--- src/sv/fpwm_pkg.sv ---
// Shared types and constants of the fading PWM LED driver.
`timescale 1ns / 1ps

package fpwm_pkg;

    localparam int LEVEL_W = 8;
    localparam int CMD_W   = 2;

    localparam logic [LEVEL_W-1:0] LEVEL_MAX   = 8'd100;
    localparam logic [LEVEL_W-1:0] LEVEL_UNSET = 8'd255;

    localparam logic [CMD_W-1:0] CMD_TICK = 2'd0;
    localparam logic [CMD_W-1:0] CMD_FADE = 2'd1;
    localparam logic [CMD_W-1:0] CMD_SET  = 2'd2;

    typedef enum logic {
        ST_IDLE,
        ST_DIV
    } t_state;

endpackage

--- src/sv/fpwm_div.sv ---
// Restoring divider that produces one quotient bit per cycle.
`timescale 1ns / 1ps

module fpwm_div #(
    parameter int DIVIDEND_W = 16
) (
    input  logic                           i_clk,
    input  logic                           i_rst_n,
    input  logic                           i_start,
    input  logic [DIVIDEND_W-1:0]          i_dividend,
    input  logic [fpwm_pkg::LEVEL_W-1:0]   i_divisor,
    output logic                           o_done,
    output logic [DIVIDEND_W-1:0]          o_quotient
);

    localparam int CNT_W = $clog2(DIVIDEND_W);
    localparam int DV_W  = fpwm_pkg::LEVEL_W;

    logic                  r_busy;
    logic                  r_done;
    logic [CNT_W-1:0]      r_cnt;
    logic [DIVIDEND_W-1:0] r_quot;
    logic [DV_W-1:0]       r_rem;
    logic [DV_W-1:0]       r_divisor;

    logic [DV_W:0]         rem_shift;
    logic                  fits;
    logic [DV_W:0]         rem_diff;

    assign rem_shift = {r_rem, r_quot[DIVIDEND_W-1]};
    assign fits      = rem_shift >= {1'b0, r_divisor};
    assign rem_diff  = rem_shift - {1'b0, r_divisor};

    always_ff @(posedge i_clk) begin
        if (!i_rst_n) begin
            r_busy <= 1'b0;
            r_done <= 1'b0;
            r_cnt  <= '0;
        end else begin
            r_done <= 1'b0;
            if (i_start) begin
                r_busy <= 1'b1;
                r_cnt  <= CNT_W'(DIVIDEND_W - 1);
            end else if (r_busy) begin
                r_cnt <= r_cnt - 1'b1;
                if (r_cnt == '0) begin
                    r_busy <= 1'b0;
                    r_done <= 1'b1;
                end
            end
        end
    end

    always_ff @(posedge i_clk) begin
        if (i_start) begin
            r_quot    <= i_dividend;
            r_rem     <= '0;
            r_divisor <= i_divisor;
        end else if (r_busy) begin
            r_quot <= {r_quot[DIVIDEND_W-2:0], fits};
            r_rem  <= fits ? rem_diff[DV_W-1:0] : rem_shift[DV_W-1:0];
        end
    end

    assign o_done     = r_done;
    assign o_quotient = r_quot;

    a_done_not_busy: assert property (@(posedge i_clk) disable iff (!i_rst_n)
        r_done |-> !r_busy)
        else $error("divider reports done while still busy");

    a_start_when_free: assert property (@(posedge i_clk) disable iff (!i_rst_n)
        i_start |-> !r_busy)
        else $error("divider started while busy");

    a_done_after_busy: assert property (@(posedge i_clk) disable iff (!i_rst_n)
        r_done |-> $past(r_busy))
        else $error("divider done without a preceding division");

endmodule

--- src/sv/fading_pwm_led_driver_top.sv ---
// Top level of the fading PWM LED driver: command decode, PWM tick and fade sequencer.
`timescale 1ns / 1ps

// A tick, an immediate set or an ignored command is handled as it is taken, and a tick
// places its result in the output register, from where it is handed on while the
// next command is already being taken. A fade set that follows at least one tick
// since the previous set runs a restoring divider that yields one quotient bit per
// cycle, so s_axis_tready stays low while the divider runs, and the next command is
// taken only once the quotient has been stored.

module fading_pwm_led_driver_top #(
    parameter int PWM_STEPS        = 100,
    parameter int TICK_COUNT_WIDTH = 16
) (
    input  logic        i_clk,
    input  logic        i_rst_n,
    input  logic        s_axis_tvalid,
    output logic        s_axis_tready,
    input  logic [7:0]  s_axis_tdata,   // [7:0] level
    input  logic [1:0]  s_axis_tuser,   // [1:0] command
    output logic        m_axis_tvalid,
    input  logic        m_axis_tready,
    output logic [15:0] m_axis_tdata    // [0] pin_on, [8:1] current_level, rest zero
);

    localparam int LW = fpwm_pkg::LEVEL_W;
    localparam int PW = $clog2(PWM_STEPS);
    localparam int TW = TICK_COUNT_WIDTH;

    fpwm_pkg::t_state r_state, n_state;

    logic [PW-1:0] r_phase, n_phase;
    logic [LW-1:0] r_level_now, n_level_now;
    logic [LW-1:0] r_fade_start, n_fade_start;
    logic [LW-1:0] r_fade_target, n_fade_target;
    logic [TW-1:0] r_tss, n_tss;
    logic [TW-1:0] r_tpp, n_tpp;
    logic [TW-1:0] r_tts, n_tts;
    logic          r_rising, n_rising;
    logic          r_out_valid, n_out_valid;
    logic          r_out_pin, n_out_pin;
    logic [LW-1:0] r_out_level, n_out_level;

    logic          accept;
    logic [LW-1:0] pct;
    logic [LW-1:0] diff_raw;
    logic [LW-1:0] diff;
    logic          up;
    logic [LW:0]   lvl_inc;
    logic [LW-1:0] lvl_step;
    logic          div_start;
    logic          div_done;
    logic [TW-1:0] div_quot;

    assign s_axis_tready = (r_state == fpwm_pkg::ST_IDLE) && (!r_out_valid || m_axis_tready);
    assign accept        = s_axis_tvalid && s_axis_tready;

    assign pct      = (s_axis_tdata > fpwm_pkg::LEVEL_MAX) ? fpwm_pkg::LEVEL_MAX : s_axis_tdata;
    assign up       = pct > r_fade_target;
    assign diff_raw = up ? (pct - r_fade_target) : (r_fade_target - pct);
    assign diff     = (diff_raw == '0) ? LW'(1) : diff_raw;

    assign lvl_inc = {1'b0, r_level_now} + 1'b1;

    always_comb begin
        if (r_rising) begin
            lvl_step = (lvl_inc > {1'b0, r_fade_target}) ? r_fade_target : lvl_inc[LW-1:0];
        end else if (r_level_now == '0 || (r_level_now - 1'b1) < r_fade_target) begin
            lvl_step = r_fade_target;
        end else begin
            lvl_step = r_level_now - 1'b1;
        end
    end

    assign div_start = accept && s_axis_tuser == fpwm_pkg::CMD_FADE && r_tss != '0;

    fpwm_div #(
        .DIVIDEND_W(TW)
    ) u_div (
        .i_clk      (i_clk),
        .i_rst_n    (i_rst_n),
        .i_start    (div_start),
        .i_dividend (r_tss),
        .i_divisor  (diff),
        .o_done     (div_done),
        .o_quotient (div_quot)
    );

    always_comb begin
        n_state       = r_state;
        n_phase       = r_phase;
        n_level_now   = r_level_now;
        n_fade_start  = r_fade_start;
        n_fade_target = r_fade_target;
        n_tss         = r_tss;
        n_tpp         = r_tpp;
        n_tts         = r_tts;
        n_rising      = r_rising;
        n_out_valid   = r_out_valid && !m_axis_tready;
        n_out_pin     = r_out_pin;
        n_out_level   = r_out_level;

        unique case (r_state)
            fpwm_pkg::ST_IDLE: begin
                if (accept) begin
                    unique case (s_axis_tuser)
                        fpwm_pkg::CMD_TICK: begin
                            n_out_valid = 1'b1;
                            n_out_pin   = LW'(r_phase) < r_level_now;
                            n_out_level = r_level_now;
                            n_phase     = (r_phase == PW'(PWM_STEPS - 1)) ? '0 : r_phase + 1'b1;
                            if (r_tts <= TW'(1)) begin
                                n_tts       = r_tpp;
                                n_level_now = lvl_step;
                            end else begin
                                n_tts = r_tts - 1'b1;
                            end
                            if (r_tss != '1) begin
                                n_tss = r_tss + 1'b1;
                            end
                        end
                        fpwm_pkg::CMD_FADE: begin
                            n_fade_start  = r_fade_target;
                            n_fade_target = pct;
                            n_level_now   = (r_fade_target == fpwm_pkg::LEVEL_UNSET) ?
                                            pct : r_fade_target;
                            n_tss         = '0;
                            if (div_start) begin
                                n_rising = up;
                                n_state  = fpwm_pkg::ST_DIV;
                            end
                        end
                        fpwm_pkg::CMD_SET: begin
                            n_fade_start  = pct;
                            n_fade_target = pct;
                            n_level_now   = pct;
                            n_tpp         = r_tss;
                            n_tss         = '0;
                        end
                        default: begin
                        end
                    endcase
                end
            end
            fpwm_pkg::ST_DIV: begin
                if (div_done) begin
                    n_tpp   = div_quot;
                    n_state = fpwm_pkg::ST_IDLE;
                end
            end
            default: begin
                n_state = fpwm_pkg::ST_IDLE;
            end
        endcase
    end

    always_ff @(posedge i_clk) begin
        if (!i_rst_n) begin
            r_state       <= fpwm_pkg::ST_IDLE;
            r_phase       <= '0;
            r_level_now   <= '0;
            r_fade_start  <= fpwm_pkg::LEVEL_UNSET;
            r_fade_target <= fpwm_pkg::LEVEL_UNSET;
            r_tss         <= '0;
            r_tpp         <= '0;
            r_tts         <= '0;
            r_rising      <= 1'b1;
            r_out_valid   <= 1'b0;
        end else begin
            r_state       <= n_state;
            r_phase       <= n_phase;
            r_level_now   <= n_level_now;
            r_fade_start  <= n_fade_start;
            r_fade_target <= n_fade_target;
            r_tss         <= n_tss;
            r_tpp         <= n_tpp;
            r_tts         <= n_tts;
            r_rising      <= n_rising;
            r_out_valid   <= n_out_valid;
        end
    end

    always_ff @(posedge i_clk) begin
        r_out_pin   <= n_out_pin;
        r_out_level <= n_out_level;
    end

    assign m_axis_tvalid = r_out_valid;
    assign m_axis_tdata  = {{(16 - LW - 1){1'b0}}, r_out_level, r_out_pin};

    a_busy_not_ready: assert property (@(posedge i_clk) disable iff (!i_rst_n)
        r_state == fpwm_pkg::ST_DIV |-> !s_axis_tready)
        else $error("command taken while the divider is running");

    a_phase_range: assert property (@(posedge i_clk) disable iff (!i_rst_n)
        r_phase <= PW'(PWM_STEPS - 1))
        else $error("phase counter out of range");

    a_fade_starts_div: assert property (@(posedge i_clk) disable iff (!i_rst_n)
        div_start |=> r_state == fpwm_pkg::ST_DIV)
        else $error("fade set did not enter the division state");

    a_done_in_div: assert property (@(posedge i_clk) disable iff (!i_rst_n)
        div_done |-> r_state == fpwm_pkg::ST_DIV)
        else $error("quotient delivered outside the division state");

endmodule

--- config.mk ---
export PLATFORM = sky130hd
export DESIGN_NAME = fading_pwm_led_driver_top
export DESIGN_NICKNAME = d
export VERILOG_FILES = /design/src/sv/fpwm_pkg.sv /design/src/sv/fpwm_div.sv /design/src/sv/fading_pwm_led_driver_top.sv
export SDC_FILE = /design/constraint.sdc
export NUM_CORES = 1
export LEC_CHECK = 0
export BUFFER_PORTS_ARGS = -buffer_cell sky130_fd_sc_hd__buf_2
export CELL_PAD_IN_SITES_DETAIL_PLACEMENT = 0
export CELL_PAD_IN_SITES_GLOBAL_PLACEMENT = 2
export CORE_ASPECT_RATIO = 0.75
export CORE_MARGIN = 1.5
export CORE_UTILIZATION = 35
export DETAILED_ROUTE_END_ITERATION = 12
export GPL_TIMING_DRIVEN = 0
export PLACE_DENSITY = 0.86
export SLEW_MARGIN = 10
export SYNTH_ARGS = -nofsm -noshare
export SYNTH_HDL_FRONTEND = slang
export SYNTH_SLANG_ARGS = --single-unit
--- constraint.sdc ---
create_clock -name i_clk -period 3.2 [get_ports i_clk]
set_input_delay 0.64 -clock i_clk [delete_from_list [all_inputs] [get_ports i_clk]]
set_output_delay 0.64 -clock i_clk [all_outputs]
set_load 0.02 [all_outputs]
==> results of run 1 <==
[worst max path at each step]
stage | startpoint | to | cells past startpoint
3_5_place_dp | r_level_now[2] | r_level_now[0] | 12
5_1_grt | s_axis_tdata[3] | r_level_now[0] | 21
6_report | s_axis_tdata[3] | r_level_now[0] | 21
4_1_cts | r_level_now[3] | r_level_now[4] | 11
3_3_place_gp | r_level_now[2] | r_level_now[4] | 12
2_1_floorplan | s_axis_tdata[4] | u_div.r_divisor[0] | 12
[stage by stage]
step / utilization (%) / instance area [sq um] / setup slack [ns]
floorplan: - / 7760 / -0.0809
global placement: 38.6 / 8240 / -0.607
detailed placement: 38.6 / 8250 / -0.594
CTS: 42.7 / 9130 / 0.0192
global route: 44.0 / 9390 / -0.0386
finish: 44.0 / 9390 / 0.0324
[synthesized netlist by cell type (all sizes together), types with 7 or more instances]
| cell type | n | area, sq um |
|---|---|---|
| nor4 | 10 | 62.6 |
| buf | 15 | 93.8 |
| inv | 55 | 206 |
| o31ai | 7 | 52.6 |
| mux2 | 13 | 146 |
| o21a | 10 | 75.1 |
| ha | 57 | 713 |
| a21boi | 11 | 82.6 |
| a21o | 7 | 52.6 |
| a21oi | 37 | 185 |
| mux2i | 20 | 200 |
| or3 | 8 | 50.1 |
| nand2 | 85 | 319 |
| xnor2 | 18 | 158 |
| nor2b | 12 | 75.1 |
| o21ai | 54 | 270 |
| xor2 | 19 | 166 |
| dfxtp | 88 | 1760 |
| nand4 | 21 | 131 |
| nor2 | 81 | 307 |
| edfxtp | 33 | 991 |
| clkbuf | 36 | 138 |
| a211oi | 20 | 163 |
| nand3 | 29 | 145 |
| nor3 | 19 | 95.1 |
| a31oi | 13 | 81.3 |
| o211ai | 19 | 143 |
| and2 | 8 | 50.1 |
[cells by family after synthesis]
| logic type | Yosys count | synth area share, % |
|---|---|---|
| compound gates | 231 | 20.3 |
| mux | 33 | 4.51 |
| simple gates | 305 | 19.3 |
| xor+xnor | 37 | 4.22 |
| buf+inv | 108 | 5.79 |
| flops | 121 | 35.8 |
| fa+ha+maj | 60 | 10.1 |
| other cells | 1 | 0.0488 |
[per-layer routing]
metal | share of wire, % | global-route usage (%) | vias up
met5 | 0 | 0 | -
met4 | 1.3 | 4.93 | 0
met3 | 5.3 | 3.96 | 24
met2 | 43 | 27.7 | 183
met1 | 51 | 29.0 | 3336
li1 | - | - | 3414
[report_power, final]
| part | switching (W) | internal, W |
|---|---|---|
| combinational | 0.000962 | 0.000649 |
| sequential | 0.000106 | 0.00169 |
| clock | 0.000768 | 0.00127 |
[final cells by class]
cell class	instances	area [sq um]
Buffer	50	238
Timing Repair Buffer	60	403
Inverter	57	224
Multi-Input combinational cell	674	4780
Fill cell	2164	12000
Clock inverter	12	135
Tap cell	288	360
Clock buffer	20	489
Sequential cell	121	2760
[repair_timing]
action	CTS	global route
resized for setup	19	50
cloned	0	0
setup endpoints to repair	16	32
setup buffers	23	13
pin swaps	8	12
[worst register-to-register path: stages, from the launching register on]
cell	delay [ns]
dfxtp_2	0.34
buf_4	0.17
inv_1	0.20
ha_1	0.26
xor2_1	0.27
ha_1	0.28
o21ai_0	0.16
a21oi_1	0.08
o41ai_2	0.29
buf_4	0.20
a21oi_4	0.08
mux2_2	0.30
o2111ai_1	0.22
o32ai_1	0.11
[registers in the layout, summed over array words and instances (netlist names), 4 cells and up]
| name | count |
|---|---|
| r_fade_target | 8 |
| r_level_now | 8 |
| r_out_level | 8 |
| u_div.r_cnt | 4 |
| u_div.r_divisor | 8 |
| r_tpp | 16 |
| r_phase | 7 |
| r_tss | 16 |
| r_tts | 16 |
| u_div.r_rem | 8 |
| u_div.o_quotient | 16 |
==> results.tsv, run 1 <==
metric	value	unit
die area	22900	sq um
CTS Buf Count	17	
worst skew pair latency	0.43	ns
worst-margin pin slew	0.975	ns
Worst Path Required	3.56	ns
Worst VDD drop	0.362	mV
wire length per cell	17.3	um
worst min path class	reg -> reg	
Pwr Total	0.00544	W
wirelength, routed	22100	um
outcome	completed	
WP data arrival	3.53	ns
Rel. slew slack	35.0	%
critical-path maximum fanout	4	
global-route wire length before repair	35200	um
ANT nets after route	0	
Mapped Cells	896	
hold slack final	0.451	ns
post-synthesis cell type count	75	
final setup TNS	0	ns
# rows	46	
CP Cell Sequence	buf_4 > or3_4 > a31oi_4 > nand2_4 > buf_6 > buf_4 > buf_4 > buf_4 > buf_4 > buf_4 > buf_4 > buf_4 > buf_4 > buf_4 > buf_4 > buf_4 > buf_4 > nand2_2 > a32oi_2 > o22ai_2 > a22o_1	
pins over their slew limit	0	
Cell Pwr Density	580	nW/um^2
final net count	1055	
max incr delay on CP	0.37	ns
Post-Syn Area	7690	sq um
highest clock rate	316	MHz
CP Class	in -> reg	
MaxCap Viol Count	0	
final hold vios	0	
Tmin final	3.17	ns
Hold Crit Depth	0	
Final Non-Filler Cells	1282	
vias in the first global route	6441	
Final Wtd Congestion	0.905	
Async S/R FF share, synth	0	%
I/O Pins	32	
most frequent cells in the layout	dfxtp_1 (84), nand2_1 (80), nor2_1 (78), ha_1 (53), inv_1 (52)	
largest net degree at the start of global routing	19	
Crit. End Element	flip-flop	
clock tree buffer depth	2	
Clock transition at path regs	0.06	ns
Worst Skew	0.00938	ns
drt via density	5.43	
Yosys reg bits	121	
hold path endpoint	r_out_level[6]	
Critical Path Slowest Stage Cell	or3_4	
overall global routing resource usage	19.3	%
Syn Area/Cell	8.58	sq um
first drt pass iteration count	5	
commonest non-fill, non-tap cell in the layout	dfxtp_1	
share of layout cells above drive strength 1	18.3	%
number of synthesized flops with an enable pin	33	
chip width	174	um
CTS tree	built	
worst reg-to-reg setup slack	0.09	ns
final setup fails	0	
period utilization	99.0	%
Reg2Reg Capture Point	r_level_now[2]	
hpwl dp	16100	um
Top delay family on crit path	buffers and inverters	
initial antenna violation count	0	
most frequent CP cell	buf_4	
diode count	0	
Placed Cells	1215	
# DRC	0	
H-Tree Level Count	4	
initial DRC count	660	
Core Area	21400	sq um
total grt overflow	0	
Synth warnings	0	
Hold Buf Count CTS	0	
worst r2r path cells	13	
post-synthesis sequential area ratio	35.8	%
Starting Density	36.0	%
Pleak	3.71	nW
CP Launch Type	primary input	
Layout area overhead	22.2	%
hold path startpoint	r_level_now[6]	
top_reg_cell synth	dfxtp_1	
CTS Sinks	121	
Critical path buffers and inverters	14	
total number of vias	6957	
root buffer cell	clkbuf_16	
port bufs	24	
worst r2r src	r_level_now[0]	
die height	131	um
Power figures use the tool's default switching activity.
==> run 2: changes to the inputs <==
--- a/config.mk
+++ b/config.mk
@@ -13,7 +13,7 @@
 export CORE_UTILIZATION = 35
 export DETAILED_ROUTE_END_ITERATION = 12
 export GPL_TIMING_DRIVEN = 0
-export PLACE_DENSITY = 0.86
+export PLACE_DENSITY = 0.81
 export SLEW_MARGIN = 10
 export SYNTH_ARGS = -nofsm -noshare
 export SYNTH_HDL_FRONTEND = slang
==> run 2 against run 1 <==
  * Sequential share of layout area grew 0.51 points
  * Critical path depth shrank 8
  * Maximum frequency grew 1.4%
==> results.tsv, run 2 (same netlist as run 1, synthesis figures left out) <==
metric	value	unit
Layout area overhead	20.2	%
hpwl dp	16200	um
CTS Sinks	121	
Tmin final	3.12	ns
most frequent cells in the layout	dfxtp_1 (84), nand2_1 (81), nor2_1 (78), ha_1 (54), inv_1 (52)	
total number of vias	6763	
Final Wtd Congestion	0.880	
Comb pwr share	30.4	%
worst min path class	reg -> reg	
die height	131	um
overall global routing resource usage	19.5	%
# rows	46	
Starting Density	36.0	%
final instance area	9240	sq um
post-placement cell area	8250	sq um
Clock transition at path regs	0.06	ns
wirelength, routed	21600	um
# DRC	0	
Final Non-Filler Cells	1267	
wire length per cell	17.0	um
commonest non-fill, non-tap cell in the layout	dfxtp_1	
initial DRC count	492	
CP Launch Type	primary input	
period utilization	97.7	%
Placed Cells	1215	
final setup fails	0	
global-route wire length before repair	35200	um
drt via density	5.34	
H-Tree Level Count	4	
chip width	174	um
Int Pwr	0.00344	W
initial antenna violation count	1	
die area	22900	sq um
Cell Pwr Density	567	nW/um^2
Pwr Total	0.00524	W
port bufs	24	
highest clock rate	320	MHz
Clk pwr share	35.3	%
Worst Skew	0.0155	ns
worst-margin pin slew	0.958	ns
Core Area	21400	sq um
register share of total power	34.3	%
I/O Pins	32	
worst skew pair latency	0.43	ns
total grt overflow	0	
Crit. End Element	flip-flop	
largest net degree at the start of global routing	19	
CTS tree	built	
Worst Path Required	3.43	ns
hold slack final	0.462	ns
Net Sw Power	0.00180	W
pins over their slew limit	0	
Pleak	3.60	nW
CTS Buf Count	17	
CP Class	in -> reg	
Worst VDD drop	0.369	mV
outcome	completed	
MaxCap Viol Count	0	
Final Util	43.3	%
Hold Buf Count CTS	0	
# fillers	2157	
vias in the first global route	6408	
Rel. slew slack	36.1	%
clock tree buffer depth	2	
root buffer cell	clkbuf_16	
share of layout cells above drive strength 1	16.7	%
final net count	1039	
first drt pass iteration count	5	
final hold vios	0	
sw frac	34.3	%
WP data arrival	3.35	ns
ANT nets after route	0	
critical-path maximum fanout	4	
[run 2: final timing paths]
kind                        endpoint  slack (ns)            start  cells after the start
hold reg to reg       r_out_level[6]        0.46   r_level_now[6]                      0
setup reg to reg      r_level_now[2]        0.12   r_level_now[0]                     14
setup / recovery  u_div.r_divisor[0]        0.08  s_axis_tdata[3]                     13
hold / removal        r_out_level[6]        0.46   r_level_now[6]                      0
[run 2: layout make-up]
| type | instances | area [sq um] | area share (%) |
|---|---|---|---|
| diodes | 1 | 2.50 | 0.0271 |
| well taps | 288 | 360 | 3.90 |
| clock buffers | 21 | 460 | 4.98 |
| clock inverters | 11 | 98.8 | 1.07 |
| flip-flops and latches | 121 | 2760 | 29.9 |
| multi-input cells | 674 | 4810 | 52.1 |
| plain buffers | 50 | 240 | 2.60 |
| inverters | 57 | 224 | 2.42 |
| repair buffers | 44 | 277 | 2.99 |
[run 2: stage by stage]
step | TNS [ns] | setup slack [ns]
2_1_floorplan | -0.0809 | -0.0809
3_3_place_gp | -8.37 | -0.618
3_5_place_dp | -8.85 | -0.633
4_1_cts | 0 | 0.0140
5_1_grt | -0.0189 | -0.0115
6_report | 0 | 0.0751
[run 2: power groups by stage]
stage	clock (W)	sequential (W)	combinational (W)
4_1_cts	0.00188	0.00179	0.00150
3_3_place_gp	0	0.00182	0.00145
6_report	0.00185	0.00180	0.00160
5_1_grt	0.00195	0.00181	0.00179
3_5_place_dp	0	0.00182	0.00145
2_1_floorplan	0	0.00179	0.00111
[run 2: metal layers]
metal  routed length (um)  global-route usage (%)  up-vias
met2                 9060                    27.8      142
met5                    0                       0        -
met3                 1060                    4.57       18
li1                     -                       -     3384
met1                11300                    29.3     3219
met4                  180                    4.55        0
[run 2: what timing repair did]
| item | CTS | global route |
|---|---|---|
| gates resized for setup | 19 | 54 |
| setup buffers | 8 | 12 |
| cloned | 0 | 0 |
| setup endpoints to repair | 9 | 31 |
| pin swaps | 8 | 5 |
[run 2: worst max-delay path: stages]
cell and delay, ns:
buf_2 0.12, or3_4 0.37, a31oi_4 0.21, nand2_4 0.11, inv_6 0.09, ha_4 0.20
nor2b_4 0.13, o2111ai_4 0.22, nand3b_1 0.13, or4_1 0.52, o2111a_1 0.17, a31o_2 0.22
o41ai_2 0.21
==> run 3: changes to the inputs <==
--- a/config.mk
+++ b/config.mk
@@ -12,8 +12,10 @@
 export CORE_MARGIN = 1.5
 export CORE_UTILIZATION = 35
 export DETAILED_ROUTE_END_ITERATION = 12
+export GPL_ROUTABILITY_DRIVEN = 0
 export GPL_TIMING_DRIVEN = 0
 export PLACE_DENSITY = 0.81
+export SETUP_SLACK_MARGIN = 0.5
 export SLEW_MARGIN = 10
 export SYNTH_ARGS = -nofsm -noshare
 export SYNTH_HDL_FRONTEND = slang
==> run 3 against run 2 <==
  * Maximum frequency fell by 1.8%
  * Global-route usage is 0.21 points higher
  * Highest routed layer unchanged
  * Core utilization grew 3.0 points
  * Largest cell class unchanged
  * First-iteration DRC count is 23% higher
  * Clock-buffer cell count down 1
  * Clock power grew 6%
  * Final cell count increased by 2.3%
  * Via count grew 2.3%
  * Clock skew decreased by 0.0099 ns
==> results.tsv, run 3 (same netlist as run 1, synthesis figures left out) <==
metric	value	unit
outcome	completed	
CTS Buf Count	17	
global-route wire length before repair	35700	um
Layout area overhead	28.4	%
ANT nets after route	0	
Clk pwr share	35.2	%
final setup fails	0	
# rows	46	
unrepaired setup endpoints after global routing	true	
drt via density	5.34	
CTS Sinks	121	
die area	22900	sq um
Int Pwr	0.00369	W
largest net degree at the start of global routing	19	
Worst Path Required	3.44	ns
final hold vios	0	
highest clock rate	314	MHz
Cell Pwr Density	563	nW/um^2
CTS tree	built	
overall global routing resource usage	19.7	%
Starting Density	36.0	%
first drt pass iteration count	5	
Worst Skew	0.00559	ns
port bufs	24	
Net Sw Power	0.00187	W
Rel. slew slack	43.9	%
hpwl dp	16100	um
pins over their slew limit	0	
critical-path maximum fanout	5	
share of layout cells above drive strength 1	23.6	%
CP Class	in -> reg	
initial antenna violation count	0	
diode count	0	
initial DRC count	604	
worst min path class	reg -> reg	
final net count	1070	
worst-margin pin slew	0.841	ns
die height	131	um
total grt overflow	0	
Comb pwr share	32.5	%
Core Area	21400	sq um
Clock transition at path regs	0.06	ns
CP Launch Type	primary input	
commonest non-fill, non-tap cell in the layout	dfxtp_1	
# DRC	0	
wire length per cell	17.2	um
wirelength, routed	22300	um
chip width	174	um
clock tree buffer depth	2	
final worst setup slack	0.0164	ns
most frequent cells in the layout	dfxtp_1 (82), nand2_1 (81), nor2_1 (78), buf_4 (51), ha_1 (47)	
I/O Pins	32	
final setup TNS	0	ns
Worst VDD drop	0.333	mV
vias in the first global route	6488	
H-Tree Level Count	4	
pre-CTS WS	-0.745	ns
sw frac	33.7	%
total number of vias	6920	
MaxCap Viol Count	0	
Crit. End Element	flip-flop	
Pleak	3.88	nW
register share of total power	32.3	%
period utilization	99.5	%
WP data arrival	3.42	ns
Tmin final	3.18	ns
worst skew pair latency	0.42	ns
root buffer cell	clkbuf_16	
[run 3: power groups by stage]
stage	Sequential [W]	Combinational [W]	Clock, W
global placement	0.00182	0.00147	0
finish	0.00180	0.00181	0.00196
CTS	0.00179	0.00164	0.00199
global route	0.00181	0.00199	0.00206
floorplan	0.00179	0.00111	0
detailed placement	0.00182	0.00146	0
[run 3: metrics by stage]
| stage | instances | instance area, sq um | hold slack, ns | total power (W) | utilization, % |
|---|---|---|---|---|---|
| floorplan | 903 | 7790 | 0.406 | 0.00291 | - |
| global placement | 1215 | 8270 | 0.427 | 0.00329 | 38.7 |
| detailed placement | 1215 | 8280 | 0.416 | 0.00328 | 38.8 |
| CTS | 1279 | 9470 | 0.442 | 0.00543 | 44.3 |
| global route | 1296 | 9870 | 0.473 | 0.00586 | 46.2 |
| finish | 1296 | 9870 | 0.453 | 0.00556 | 46.2 |
[run 3: final timing paths]
kind	slack, ns	depth (start not counted)	end	from
worst max register to register	0.23	10	u_div.r_divisor[0]	r_fade_target[5]
worst max-delay path	0.02	13	u_div.r_divisor[0]	s_axis_tdata[4]
worst min-delay path	0.45	0	r_out_level[6]	r_level_now[6]
worst min register to register	0.45	0	r_out_level[6]	r_level_now[6]
[run 3: area by class of cell]
class	count	area (sq um)
Inverter	57	248
Multi-Input combinational cell	674	5070
Clock buffer	20	478
Fill cell	2083	11500
Clock inverter	11	116
Timing Repair Buffer	74	551
Buffer	51	278
Tap cell	288	360
Sequential cell	121	2770
[run 3: repair_timing]
item / 4_1_cts / 5_1_grt
hold buffers: 0 / 0
pin swaps: 29 / 25
setup endpoints to repair: 64 / 70
setup buffers: 33 / 17
resized for setup: 83 / 64
[run 3: routing by layer]
metal  wire, um  share of wire, %  GRT usage (%)
met1      11600                52           29.6
met2       9630                43           28.7
met3        772               3.5           3.73
met4        211              0.95           4.65
met5          0                 0              0
[run 3: worst max-delay path, stage by stage]
cell and delay, ns:
buf_6 0.10, or3_4 0.39, a31oi_4 0.23, nand2_4 0.12
ha_4 0.28, nand4_1 0.12, buf_4 0.16, or2_4 0.23
o21a_4 0.14, or4_4 0.40, o2111a_1 0.16, a31o_2 0.23
o41ai_2 0.21
